--- config.mk ---
export PLATFORM = sky130hd
export DESIGN_NAME = adc_frame_deinterleave_scaler_top
export DESIGN_NICKNAME = d
export VERILOG_FILES = /design/src/hw/rtl/afds_pkg.sv /design/src/hw/rtl/adc_frame_deinterleave_scaler_top.sv /design/src/hw/rtl/afds_front.sv /design/src/hw/rtl/afds_queue.sv /design/src/hw/rtl/afds_back.sv
export SDC_FILE = /design/constraint.sdc
export NUM_CORES = 1
export LEC_CHECK = 0
export BUFFER_PORTS_ARGS = -buffer_cell sky130_fd_sc_hd__buf_2
export CORE_ASPECT_RATIO = 1.75
export CORE_MARGIN = 8
export CORE_UTILIZATION = 33
export DETAILED_ROUTE_END_ITERATION = 6
export PLACE_DENSITY = 0.53
export SYNTH_ARGS = -nofsm -noshare
export SYNTH_HDL_FRONTEND = slang
export SYNTH_SLANG_ARGS = --single-unit
export TNS_END_PERCENT = 10
--- constraint.sdc ---
create_clock -name clock -period 7 [get_ports clock]
set_input_delay 0.7 -clock clock [delete_from_list [all_inputs] [get_ports clock]]
set_output_delay 0.7 -clock clock [all_outputs]
set_load 0.1 [all_outputs]
--- src/hw/rtl/afds_pkg.sv ---
// Package with shared types, constants and helper functions for the ADC frame deinterleaver.
`timescale 1ns / 1ps
`default_nettype none
package afds_pkg;

   localparam int NUM_LINES = 4;
   localparam int MAX_POINTS = 8192;

   localparam int CODE_W = 13;
   localparam int POINT_W = 13;
   localparam int PPC_W = 14;
   localparam int VALUE_W = 28;
   localparam int RANGE_W = 3;
   localparam int INDEX_W = 3;
   localparam int SCALE_W = 12;

   localparam logic [INDEX_W-1:0] REG_RANGE_CH0 = 3'd0;
   localparam logic [INDEX_W-1:0] REG_RANGE_CH1 = 3'd1;
   localparam logic [INDEX_W-1:0] REG_RANGE_CH2 = 3'd2;
   localparam logic [INDEX_W-1:0] REG_RANGE_CH3 = 3'd3;
   localparam logic [INDEX_W-1:0] REG_POINTS = 3'd4;

   localparam logic [RANGE_W-1:0] RANGE_RESET = 3'd0;
   localparam logic [RANGE_W-1:0] RANGE_LAST_ON = 3'd3;
   localparam logic [PPC_W-1:0] PPC_RESET = 14'd1024;

   localparam logic [SCALE_W-1:0] SCALE_8192MV = SCALE_W'(8192000 / 2048);
   localparam logic [SCALE_W-1:0] SCALE_4096MV = SCALE_W'(4096000 / 2048);
   localparam logic [SCALE_W-1:0] SCALE_2048MV = SCALE_W'(2048000 / 2048);
   localparam logic [SCALE_W-1:0] SCALE_1024MV = SCALE_W'(1024000 / 2048);

   localparam logic signed [VALUE_W-1:0] OVL_POS = VALUE_W'(100000000);
   localparam logic signed [VALUE_W-1:0] OVL_NEG = -VALUE_W'(100000000);

   localparam logic [PPC_W-1:0] LIMIT_1 = PPC_W'(MAX_POINTS / 1);
   localparam logic [PPC_W-1:0] LIMIT_2 = PPC_W'(MAX_POINTS / 2);
   localparam logic [PPC_W-1:0] LIMIT_3 = PPC_W'(MAX_POINTS / 3);
   localparam logic [PPC_W-1:0] LIMIT_4 = PPC_W'(MAX_POINTS / 4);

   typedef struct packed {
      logic [1:0] slot;
      logic [1:0] line;
      logic [POINT_W-1:0] point;
      logic [11:0] low_code;
      logic overload;
      logic [1:0] scale_sel;
      logic frame_overload;
      logic last;
   } afds_item_type;

   function automatic logic [SCALE_W-1:0] scale_of(input logic [1:0] sel);
      logic [SCALE_W-1:0] result;
      case (sel)
         2'd0: result = SCALE_8192MV;
         2'd1: result = SCALE_4096MV;
         2'd2: result = SCALE_2048MV;
         default: result = SCALE_1024MV;
      endcase
      return result;
   endfunction

   function automatic logic [PPC_W-1:0] limit_of(input logic [2:0] nact);
      logic [PPC_W-1:0] result;
      case (nact)
         3'd1: result = LIMIT_1;
         3'd2: result = LIMIT_2;
         3'd3: result = LIMIT_3;
         default: result = LIMIT_4;
      endcase
      return result;
   endfunction

endpackage
`default_nettype wire

--- src/hw/rtl/adc_frame_deinterleave_scaler_top.sv ---
// Top level of the ADC frame deinterleaver and scaler.
// Each request is registered first in the two-entry queue and then in the output register.
// Throughput: one request per cycle while the queue is not full; rsp_stall can hold the flow.
// The two-entry queue between front end and back end lets each side stall on its own.
// Reset is synchronous and active high; it restores the register defaults and starts a new frame.
`timescale 1ns / 1ps
`default_nettype none
module adc_frame_deinterleave_scaler_top (
   input wire logic clock,
   input wire logic reset,
   input wire logic csr_we,
   input wire logic [afds_pkg::INDEX_W-1:0] csr_index,
   input wire logic [afds_pkg::PPC_W-1:0] csr_wdata,
   input wire logic req_valid,
   output logic req_stall,
   input wire logic [afds_pkg::CODE_W-1:0] req_raw_code,
   output logic rsp_valid,
   input wire logic rsp_stall,
   output logic [1:0] rsp_active_slot,
   output logic [1:0] rsp_physical_channel,
   output logic [afds_pkg::POINT_W-1:0] rsp_point_index,
   output logic signed [afds_pkg::VALUE_W-1:0] rsp_sample_value,
   output logic rsp_overload,
   output logic rsp_frame_overload,
   output logic rsp_last
);
   import afds_pkg::*;

   logic q_push;
   logic q_pop;
   logic q_full;
   logic q_not_empty;
   afds_item_type push_item;
   afds_item_type head_item;

   afds_front u_front (
      .clock(clock),
      .reset(reset),
      .csr_we(csr_we),
      .csr_index(csr_index),
      .csr_wdata(csr_wdata),
      .req_valid(req_valid),
      .req_raw_code(req_raw_code),
      .q_full(q_full),
      .req_stall(req_stall),
      .q_push(q_push),
      .q_item(push_item)
   );

   afds_queue u_queue (
      .clock(clock),
      .reset(reset),
      .push(q_push),
      .push_item(push_item),
      .pop(q_pop),
      .full(q_full),
      .not_empty(q_not_empty),
      .head_item(head_item)
   );

   afds_back u_back (
      .clock(clock),
      .reset(reset),
      .q_not_empty(q_not_empty),
      .q_head(head_item),
      .q_pop(q_pop),
      .rsp_stall(rsp_stall),
      .rsp_valid(rsp_valid),
      .rsp_active_slot(rsp_active_slot),
      .rsp_physical_channel(rsp_physical_channel),
      .rsp_point_index(rsp_point_index),
      .rsp_sample_value(rsp_sample_value),
      .rsp_overload(rsp_overload),
      .rsp_frame_overload(rsp_frame_overload),
      .rsp_last(rsp_last)
   );

endmodule
`default_nettype wire

--- src/hw/rtl/afds_front.sv ---
// Front end: configuration registers, frame counters and classification of each raw request.
`timescale 1ns / 1ps
`default_nettype none
module afds_front (
   input wire logic clock,
   input wire logic reset,
   input wire logic csr_we,
   input wire logic [afds_pkg::INDEX_W-1:0] csr_index,
   input wire logic [afds_pkg::PPC_W-1:0] csr_wdata,
   input wire logic req_valid,
   input wire logic [afds_pkg::CODE_W-1:0] req_raw_code,
   input wire logic q_full,
   output logic req_stall,
   output logic q_push,
   output afds_pkg::afds_item_type q_item
);
   import afds_pkg::*;

   logic [RANGE_W-1:0] range_ff [NUM_LINES];
   logic [RANGE_W-1:0] range_in [NUM_LINES];
   logic [PPC_W-1:0] ppc_ff, ppc_in;
   logic [POINT_W-1:0] point_ff, point_in;
   logic [1:0] slot_ff, slot_in;
   logic sticky_ff, sticky_in;

   logic [NUM_LINES-1:0] enabled;
   logic [2:0] nact;
   logic [PPC_W-1:0] npts;
   logic [PPC_W-1:0] limit;
   logic restart;
   logic [POINT_W-1:0] point_cur;
   logic [1:0] slot_cur;
   logic sticky_cur;
   logic [2:0] seen;
   logic [1:0] line_sel;
   logic [1:0] scale_sel;
   logic accept;
   logic ovl;
   logic last_f;

   always_comb begin
      for (int i = 0; i < NUM_LINES; i++) begin
         enabled[i] = (range_ff[i] <= RANGE_LAST_ON);
      end
      nact = 3'($countones(enabled));
   end

   always_comb begin
      limit = limit_of(nact);
      npts = (ppc_ff == '0) ? PPC_W'(1) : ppc_ff;
      if (npts > limit) begin
         npts = limit;
      end
      restart = ({1'b0, slot_ff} >= nact) || ({1'b0, point_ff} >= npts);
      point_cur = restart ? '0 : point_ff;
      slot_cur = restart ? '0 : slot_ff;
      sticky_cur = restart ? 1'b0 : sticky_ff;
   end

   always_comb begin
      seen = '0;
      line_sel = '0;
      scale_sel = '0;
      for (int i = 0; i < NUM_LINES; i++) begin
         if (enabled[i]) begin
            if (seen == {1'b0, slot_cur}) begin
               line_sel = 2'(i);
               scale_sel = range_ff[i][1:0];
            end
            seen = seen + 3'd1;
         end
      end
   end

   assign req_stall = q_full;
   assign accept = req_valid && !q_full;
   assign ovl = req_raw_code[12];
   assign last_f = ({1'b0, point_cur} == npts - PPC_W'(1)) && ({1'b0, slot_cur} == nact - 3'd1);
   assign q_push = accept && (nact != 3'd0);

   always_comb begin
      q_item.slot = slot_cur;
      q_item.line = line_sel;
      q_item.point = point_cur;
      q_item.low_code = req_raw_code[11:0];
      q_item.overload = ovl;
      q_item.scale_sel = scale_sel;
      q_item.frame_overload = sticky_cur | ovl;
      q_item.last = last_f;
   end

   always_comb begin
      range_in = range_ff;
      ppc_in = ppc_ff;
      point_in = point_ff;
      slot_in = slot_ff;
      sticky_in = sticky_ff;
      if (csr_we) begin
         case (csr_index)
            REG_RANGE_CH0, REG_RANGE_CH1, REG_RANGE_CH2, REG_RANGE_CH3: begin
               range_in[csr_index[1:0]] = csr_wdata[RANGE_W-1:0];
               point_in = '0;
               slot_in = '0;
               sticky_in = 1'b0;
            end
            REG_POINTS: begin
               ppc_in = csr_wdata;
               point_in = '0;
               slot_in = '0;
               sticky_in = 1'b0;
            end
            default: begin
            end
         endcase
      end else if (q_push) begin
         if (last_f) begin
            point_in = '0;
            slot_in = '0;
            sticky_in = 1'b0;
         end else if ({1'b0, slot_cur} + 3'd1 >= nact) begin
            point_in = point_cur + POINT_W'(1);
            slot_in = '0;
            sticky_in = sticky_cur | ovl;
         end else begin
            point_in = point_cur;
            slot_in = slot_cur + 2'd1;
            sticky_in = sticky_cur | ovl;
         end
      end
   end

   always_ff @(posedge clock) begin
      if (reset) begin
         for (int i = 0; i < NUM_LINES; i++) begin
            range_ff[i] <= RANGE_RESET;
         end
         ppc_ff <= PPC_RESET;
         point_ff <= '0;
         slot_ff <= '0;
         sticky_ff <= 1'b0;
      end else begin
         range_ff <= range_in;
         ppc_ff <= ppc_in;
         point_ff <= point_in;
         slot_ff <= slot_in;
         sticky_ff <= sticky_in;
      end
   end

endmodule
`default_nettype wire

--- src/hw/rtl/afds_queue.sv ---
// Two-entry queue that decouples the front end from the scaling back end.
`timescale 1ns / 1ps
`default_nettype none
module afds_queue (
   input wire logic clock,
   input wire logic reset,
   input wire logic push,
   input wire afds_pkg::afds_item_type push_item,
   input wire logic pop,
   output logic full,
   output logic not_empty,
   output afds_pkg::afds_item_type head_item
);
   import afds_pkg::*;

   afds_item_type entry_ff [2];
   afds_item_type entry_in [2];
   logic wr_ptr_ff, wr_ptr_in;
   logic rd_ptr_ff, rd_ptr_in;
   logic [1:0] count_ff, count_in;

   assign full = (count_ff == 2'd2);
   assign not_empty = (count_ff != 2'd0);
   assign head_item = entry_ff[rd_ptr_ff];

   always_comb begin
      entry_in = entry_ff;
      wr_ptr_in = wr_ptr_ff;
      rd_ptr_in = rd_ptr_ff;
      count_in = count_ff;
      if (push) begin
         entry_in[wr_ptr_ff] = push_item;
         wr_ptr_in = ~wr_ptr_ff;
      end
      if (pop) begin
         rd_ptr_in = ~rd_ptr_ff;
      end
      if (push && !pop) begin
         count_in = count_ff + 2'd1;
      end else if (pop && !push) begin
         count_in = count_ff - 2'd1;
      end
   end

   always_ff @(posedge clock) begin
      entry_ff <= entry_in;
      if (reset) begin
         wr_ptr_ff <= 1'b0;
         rd_ptr_ff <= 1'b0;
         count_ff <= '0;
      end else begin
         wr_ptr_ff <= wr_ptr_in;
         rd_ptr_ff <= rd_ptr_in;
         count_ff <= count_in;
      end
   end

endmodule
`default_nettype wire

--- src/hw/rtl/afds_back.sv ---
// Back end: scales the queued sample and holds the result in the output register.
`timescale 1ns / 1ps
`default_nettype none
module afds_back (
   input wire logic clock,
   input wire logic reset,
   input wire logic q_not_empty,
   input wire afds_pkg::afds_item_type q_head,
   output logic q_pop,
   input wire logic rsp_stall,
   output logic rsp_valid,
   output logic [1:0] rsp_active_slot,
   output logic [1:0] rsp_physical_channel,
   output logic [afds_pkg::POINT_W-1:0] rsp_point_index,
   output logic signed [afds_pkg::VALUE_W-1:0] rsp_sample_value,
   output logic rsp_overload,
   output logic rsp_frame_overload,
   output logic rsp_last
);
   import afds_pkg::*;

   logic valid_ff, valid_in;
   afds_item_type item_ff;
   logic signed [VALUE_W-1:0] value_ff, value_in;
   logic signed [11:0] centered;
   logic signed [SCALE_W:0] scale_s;
   logic signed [SCALE_W+12:0] product;

   assign q_pop = q_not_empty && (!valid_ff || !rsp_stall);

   always_comb begin
      centered = signed'({~q_head.low_code[11], q_head.low_code[10:0]});
      scale_s = signed'({1'b0, scale_of(q_head.scale_sel)});
      product = centered * scale_s;
      if (q_head.overload) begin
         value_in = q_head.low_code[11] ? OVL_POS : OVL_NEG;
      end else begin
         value_in = VALUE_W'(product);
      end
   end

   always_comb begin
      if (q_pop) begin
         valid_in = 1'b1;
      end else begin
         valid_in = valid_ff && rsp_stall;
      end
   end

   always_ff @(posedge clock) begin
      if (q_pop) begin
         item_ff <= q_head;
         value_ff <= value_in;
      end
      if (reset) begin
         valid_ff <= 1'b0;
      end else begin
         valid_ff <= valid_in;
      end
   end

   assign rsp_valid = valid_ff;
   assign rsp_active_slot = item_ff.slot;
   assign rsp_physical_channel = item_ff.line;
   assign rsp_point_index = item_ff.point;
   assign rsp_sample_value = value_ff;
   assign rsp_overload = item_ff.overload;
   assign rsp_frame_overload = item_ff.frame_overload;
   assign rsp_last = item_ff.last;

endmodule
`default_nettype wire

==> parameters.txt, run 1 <==
Parameter                              Value

Timing
  Post-route worst hold slack    around 450 ps
  Clock Skews    around 11 ps
  Maximum operating frequency    149.3 MHz
  Pins over their slew limit    0
  Setup repair after global routing missed its margin    yes
  Number of hold violations in the final report    0
  Slew margin rel.    between 20 and 30%
  Worst Tran Pin Value    between 1000 and 1500 ps
  Share of the clock period used by the worst path    a little over nine tenths
  Final critical path time including I/O delays and setup    roughly 6700 ps
  Total of endpoints with negative setup slack in the final report    0

Global route
  Via count of the first global-routing pass    slightly below 10,000
  Number of antenna violations at the first check in global routing    0
  Maximum number of pins on one net before global-route repair    46
  Global-route wire length before repair    roughly 51,000 um
  Remaining Overflow, GRT    0
  Met1 track demand over resource in global routing    approximately 14%
  Global-route usage over all layers    between 15 and 20%
  Global routing's busiest layer    met2
  Met3 Track Usage GR    around 2.4%
  Met2 track demand over resource in global routing    31.83%

Logic synthesis
  Count of state elements after synthesis    approximately 160
  Proportion of synthesized chip area in sequential cells    a little over a third
  Avg Cell Area, Syn    approximately 10 sq um
  Synthesized netlist cell count    between 1,000 and 1,500
  Warnings, synthesis    0
  EDFF count, synth    ~110
  Synth Flop Type    sky130_fd_sc_hd__edfxtp_1
  Share of flip-flops with an asynchronous set or reset after synthesis    0%
  Cell Area, Synth    between 10,000 and 15,000 sq um
  Number of library cell types mapped by synthesis    78

Worst hold path
  Worst Hold Class    in -> reg

Floorplan
  Horiz. Die Dim    around 160 um
  Starting Density    around a third
  Vertical die dimension    between 200 and 300 um
  Floorplan core area    roughly 36,000 sq um
  Number of top-level design ports    85
  Number of cell rows    slightly above 90
  Die outline area    42,600 sq um

Worst setup path
  Classification of the worst setup path    reg -> reg
  Highest fanout seen on the critical path    11
  Worst EP arrival    roughly 7100 ps
  Most frequent cell on the critical path    sky130_fd_sc_hd__ha_1
  Critical Path Slowest Stage Cell    sky130_fd_sc_hd__or4_4
  Type of element launching the critical path    flip-flop
  Endpoint kind of the worst setup timing path    flip-flop
  CP Data Required Time    around 7400 ps
  Max incr delay on CP    roughly 510 ps

Finish
  Proportion of layout cells with a drive suffix above 1    18.07%
  Net count, final    between 1,500 and 2,000
  Antenna diode count    0
  Area used by multi-input combinational logic    6977 sq um
  Fill cell total of the finished layout    about 3,600
  Register area    about 4300 sq um
  Area grow syn2layout    17.09%

Route
  DRC viols    0
  Detailed-route via count    8,966
  Total Routed Length    about 33,000 um
  Average wire length per cell after detail routing    roughly 18 um
  Initial detailed-routing violation count    around 380
  Number of antenna-violating nets in the routed design    0
  Drt first pass iters    5
  Routed vias/inst    ~5

Place
  Gp weighted congestion    0.9277
  Post-DP HPWL    26,590 um
  Number of port buffers    a little over 80

CTS
  Total clock buffers created by CTS    17
  Clock Latency Late Sink    440 ps
  Sink Count    approximately 160
  Number of buffers between clock root and the deepest sink    2
  TritonCTS clock tree    built
  Root cell of the clock tree    sky130_fd_sc_hd__clkbuf_16
  Clock transition at the registers of the reported paths    ~60 ps
  H-tree depth    4
  Hold bufs inserted after CTS    0

Job
  Count of max-cap constraint violations    0

Status
  Run status    finished, final reports clean
==> area by class of cell <==
cell class	count	area share, %
inverters	144	3.882
clock buffers	27	4.017
clock inverters	5	0.2606
flip-flops and latches	159	30.94
well taps	470	4.224
repair buffers	144	6.561
multi-input cells	838	50.11
==> worst max-delay path, delay by kind of cell (launching register included) <==
family / cells / cell delay, ps
buffers and inverters: 3 / 320
AO/OA/AOI/OAI: 9 / 1290
flip-flops: 1 / 350
adder cells (fa/ha/maj): 6 / 1630
AND/OR/NAND/NOR: 12 / 3040
==> sequential cells by signal (all words and copies together), names as in the netlist <==
signal / count
u_back.rsp_sample_value: 24
u_front.range_ff: 12
u_front.point_ff: 13
u_front.ppc_ff: 14
u_back.rsp_last: 1
u_back.rsp_point_index: 13
u_queue.count_ff: 2
u_back.rsp_active_slot: 2
u_back.rsp_physical_channel: 2
u_back.rsp_valid: 1
u_front.sticky_ff: 1
u_front.slot_ff: 2
u_queue.wr_ptr_ff: 1
u_back.rsp_overload: 1
u_back.rsp_frame_overload: 1
u_queue.rd_ptr_ff: 1
u_queue.entry_ff: 68
==> what timing repair did <==
action,4_1_cts,5_1_grt
hold endpoints to repair,0,0
setup endpoints to repair,3,25
pin swaps,0,3
resized for setup,2,19
setup buffers,0,2
==> cells in the final DEF (no fill, tap or decap), types with 20 or more instances in the layout <==
cell                        count
sky130_fd_sc_hd__inv_1        141
sky130_fd_sc_hd__o21ai_0       41
sky130_fd_sc_hd__ha_1         105
sky130_fd_sc_hd__xnor2_1       28
sky130_fd_sc_hd__mux2_2        27
sky130_fd_sc_hd__nand3_1       23
sky130_fd_sc_hd__nand2_1      126
sky130_fd_sc_hd__nor2_1       112
sky130_fd_sc_hd__mux2i_1       28
sky130_fd_sc_hd__clkbuf_16     20
sky130_fd_sc_hd__buf_2         82
sky130_fd_sc_hd__a21oi_1       51
sky130_fd_sc_hd__buf_4         59
sky130_fd_sc_hd__and2_1        20
sky130_fd_sc_hd__fa_1          81
sky130_fd_sc_hd__edfxtp_1     112
sky130_fd_sc_hd__dfxtp_1       46
==> final timing paths <==
path,end,slack [ps],from,cells after the start
min reg2reg,u_front.slot_ff[0],490,u_front.slot_ff[0],2
min,u_queue.entry_ff[15],450,req_raw_code[10],1
max,u_front.point_ff[12],300,u_front.range_ff[5],30
max reg2reg,u_front.point_ff[12],300,u_front.range_ff[5],30
==> logic make-up after synthesis <==
group / synth area share, %
compound gates: 10.11
xor+xnor: 3.020
fa+ha+maj: 24.98
buf+inv: 6.208
flops: 36.20
mux: 5.040
other cells: 0.03154
simple gates: 14.41
==> per-stage QoR <==
| stage | TNS, ps | cell area (sq um) | utilization [%] | worst slack [ps] | std cells |
|---|---|---|---|---|---|
| after floorplan | 0 | 11910 | - | 10.11 | 1185 |
| after global routing | -38.13 | 13920 | 38.89 | -38.13 | 1787 |
| after CTS | 0 | 13820 | 38.59 | 43.13 | 1785 |
| after detailed placement | -419.3 | 13210 | 36.90 | -179.6 | 1753 |
| final | 0 | 13920 | 38.89 | 304.3 | 1787 |
| after global placement | -60.05 | 13210 | 36.90 | -30.03 | 1753 |
==> routing by layer <==
| layer | wire, um | share of wire, % |
|---|---|---|
| met1 | 11080 | 34 |
| met2 | 18800 | 58 |
| met3 | 953 | 2.9 |
| met4 | 1683 | 5.2 |
| met5 | 0 | 0 |
==> synthesized netlist by cell type (all sizes together) (6+ instances only) <==
| cell type | number | area, sq um |
|---|---|---|
| buf | 9 | 65.06 |
| nor4 | 10 | 83.83 |
| edfxtp | 112 | 3363 |
| nor2 | 113 | 424.2 |
| and2 | 21 | 131.4 |
| clkbuf | 35 | 132.6 |
| o21ai | 43 | 219.0 |
| fa | 81 | 1622 |
| nor3 | 14 | 70.07 |
| o211ai | 7 | 57.55 |
| nand4 | 7 | 43.79 |
| xnor2 | 28 | 245.2 |
| and3 | 6 | 37.54 |
| nor2b | 11 | 68.82 |
| a21o | 8 | 60.06 |
| xor2 | 13 | 113.9 |
| inv | 143 | 536.8 |
| nand2 | 130 | 500.5 |
| o31ai | 6 | 45.04 |
| mux2i | 28 | 280.3 |
| mux2 | 28 | 319.1 |
| a22o | 8 | 70.07 |
| nand3 | 25 | 125.1 |
| ha | 107 | 1339 |
| dfxtp | 47 | 940.9 |
| a21oi | 53 | 269.0 |
Power of run 1 is not shown: default switching activity piles up to over one toggle a cycle in this logic, so the estimate is an artifact.
==> inputs of run 2 (changes only) <==
PLACE_DENSITY = not set   (was 0.53)
PLACE_DENSITY_LB_ADDON = 0.08   (was not set)
==> run 2 against run 1 <==
Net effect:
- clock skew up 2.9 ps
- maximum frequency down 0.41%
- non-clock buffer count up 6
- count of clock-buffer cells in the layout down 9
- flip-flop and latch count unchanged
- highest routed layer unchanged
==> parameters.txt, run 2 (same netlist as run 1, synthesis figures left out) <==
Parameter                              Value

Worst hold path
  Worst Hold Class    in -> reg
  Hold endpoint    u_queue.entry_ff[15]
  Hold path depth    1
  Hold path startpoint    req_raw_code[10]

Place
  Gp weighted congestion    ~0.89
  Number of port buffers    82
  Post-DP HPWL    roughly 28,000 um
  Worst slack after detailed placement    -15.80 ps
  Post-Place Cell Area    13,240 sq um

Route
  Total Routed Length    between 30,000 and 40,000 um
  Routed vias/inst    4.957
  Wire length on met3    851 um
  Detailed-route via count    between 8,000 and 9,000
  DRC viols    0
  Number of antenna-violating nets in the routed design    0
  Routed length on met1    ~11,000 um
  Initial detailed-routing violation count    295
  Drt first pass iters    4
  Average wire length per cell after detail routing    about 19 um
  Met2 WL    slightly above 20,000 um
  Top routing layer used    met4

Global route
  Global-route usage over all layers    between 10% and 20%
  Global-route wire length before repair    53,060 um
  Remaining Overflow, GRT    0
  Maximum number of pins on one net before global-route repair    46
  Via count of the first global-routing pass    9,697
  Number of antenna violations at the first check in global routing    0

Floorplan
  Vertical die dimension    ~270 um
  Number of top-level design ports    85
  Die outline area    42,600 sq um
  Number of cell rows    92
  Horiz. Die Dim    ~160 um
  Floorplan core area    about 36,000 sq um
  Starting Density    between 30 and 40%

Timing
  Final WS setup    approximately 280 ps
  Final critical path time including I/O delays and setup    around 6700 ps
  Slew margin rel.    about a third
  Worst Tran Pin Value    approximately 980 ps
  Setup repair after global routing missed its margin    no
  Total of endpoints with negative setup slack in the final report    0
  Pins over their slew limit    0
  Clock Skews    between 10 and 15 ps
  Number of hold violations in the final report    0
  Share of the clock period used by the worst path    a little over nine tenths
  Maximum operating frequency    about 150 MHz

CTS
  Sink Count    roughly 160
  Clock transition at the registers of the reported paths    80 ps
  Clock Latency Late Sink    450 ps
  Number of buffers between clock root and the deepest sink    2
  Hold bufs inserted after CTS    0
  Root cell of the clock tree    sky130_fd_sc_hd__clkbuf_16
  TritonCTS clock tree    built
  Total clock buffers created by CTS    17
  H-tree depth    4

Job
  Count of max-cap constraint violations    0

Finish
  Post-route standard cell area excluding fillers    ~14,000 sq um
  Proportion of layout cells with a drive suffix above 1    a little under a fifth
  Antenna diode count    0
  Net count, final    between 1,500 and 2,000
  Area grow syn2layout    17.34%
  Top register by number of flip-flops    u_queue.entry_ff
  Leading cell type in the layout, fill and taps excluded    sky130_fd_sc_hd__inv_1
  Commonest non-fill, non-tap cells in the layout    sky130_fd_sc_hd__inv_1 (142), sky130_fd_sc_hd__nand2_1 (127), sky130_fd_sc_hd__edfxtp_1 (112)
  Flip-flop count of the largest register, all copies and words added    a little under 70

Worst setup path
  Destination of the worst register-to-register timing path    u_front.point_ff[12]
  Flop-to-flop setup slack    between 200 and 300 ps
  Highest fanout seen on the critical path    7
  Type of element launching the critical path    flip-flop
  CP Data Required Time    7380 ps
  Endpoint kind of the worst setup timing path    flip-flop
  Max incr delay on CP    510 ps
  Critical Path Slowest Stage Cell    sky130_fd_sc_hd__or4_4
  Classification of the worst setup path    reg -> reg
  Depth of the worst register-to-register path    31
  Worst EP arrival    between 7000 and 8000 ps
  Launch instance of the worst register-to-register path    u_front.range_ff[11]
  Most frequent cell on the critical path    sky130_fd_sc_hd__ha_1

Status
  Run status    finished, final reports clean
-- run 2: per-layer routing --
metal | up-vias | track usage, %
li1 | 4317 | -
met1 | 4316 | 14.19
met2 | 182 | 34.17
met3 | 73 | 2.200
met4 | 0 | 9.905
met5 | - | 0
-- run 2: worst max path at each step --
stage / slack (ps) / start / depth (start not counted) / end
detailed placement: -20 / u_front.range_ff[11] / 31 / u_front.point_ff[12]
global placement: 150 / u_front.range_ff[5] / 31 / u_front.point_ff[12]
CTS: 90 / u_front.range_ff[11] / 31 / u_front.point_ff[12]
global route: 10 / u_front.range_ff[5] / 31 / u_front.point_ff[12]
floorplan: 10 / u_front.range_ff[11] / 30 / u_front.point_ff[12]
finish: 280 / u_front.range_ff[11] / 31 / u_front.point_ff[12]
-- run 2: timing repair --
action | 4_1_cts | 5_1_grt
gates resized for setup | 1 | 20
setup endpoints to repair | 1 | 21
pin swaps | 0 | 3
setup buffers | 0 | 2
-- run 2: worst max-delay path, delay by kind of cell, from the launching register on --
family	cells	cell delay (ps)
xor+xnor	1	200
flops	1	390
compound gates	12	2450
buf+inv	3	370
simple gates	10	2130
fa+ha+maj	5	1120
-- run 2: layout make-up --
class | count | area, sq um
tap | 470 | 588.1
clock inverter | 14 | 166.4
timing repair buffer | 150 | 953.4
clock buffer | 18 | 429.2
multi-input combinational | 838 | 6968
sequential | 159 | 4307
fill | 3584 | 21850
inverter | 144 | 540.5
-- run 2: metrics by stage --
step / utilization, % / instances / hold slack [ps] / setup TNS (ps)
after CTS: 38.67 / 1791 / 410.4 / 0
after global routing: 38.97 / 1793 / 417.0 / 0
after floorplan: - / 1185 / 456.6 / 0
after global placement: 36.99 / 1759 / 467.0 / 0
after detailed placement: 36.99 / 1759 / 474.7 / -15.80
final: 38.97 / 1793 / 434.2 / 0
Power of run 2 is left out for the same reason.
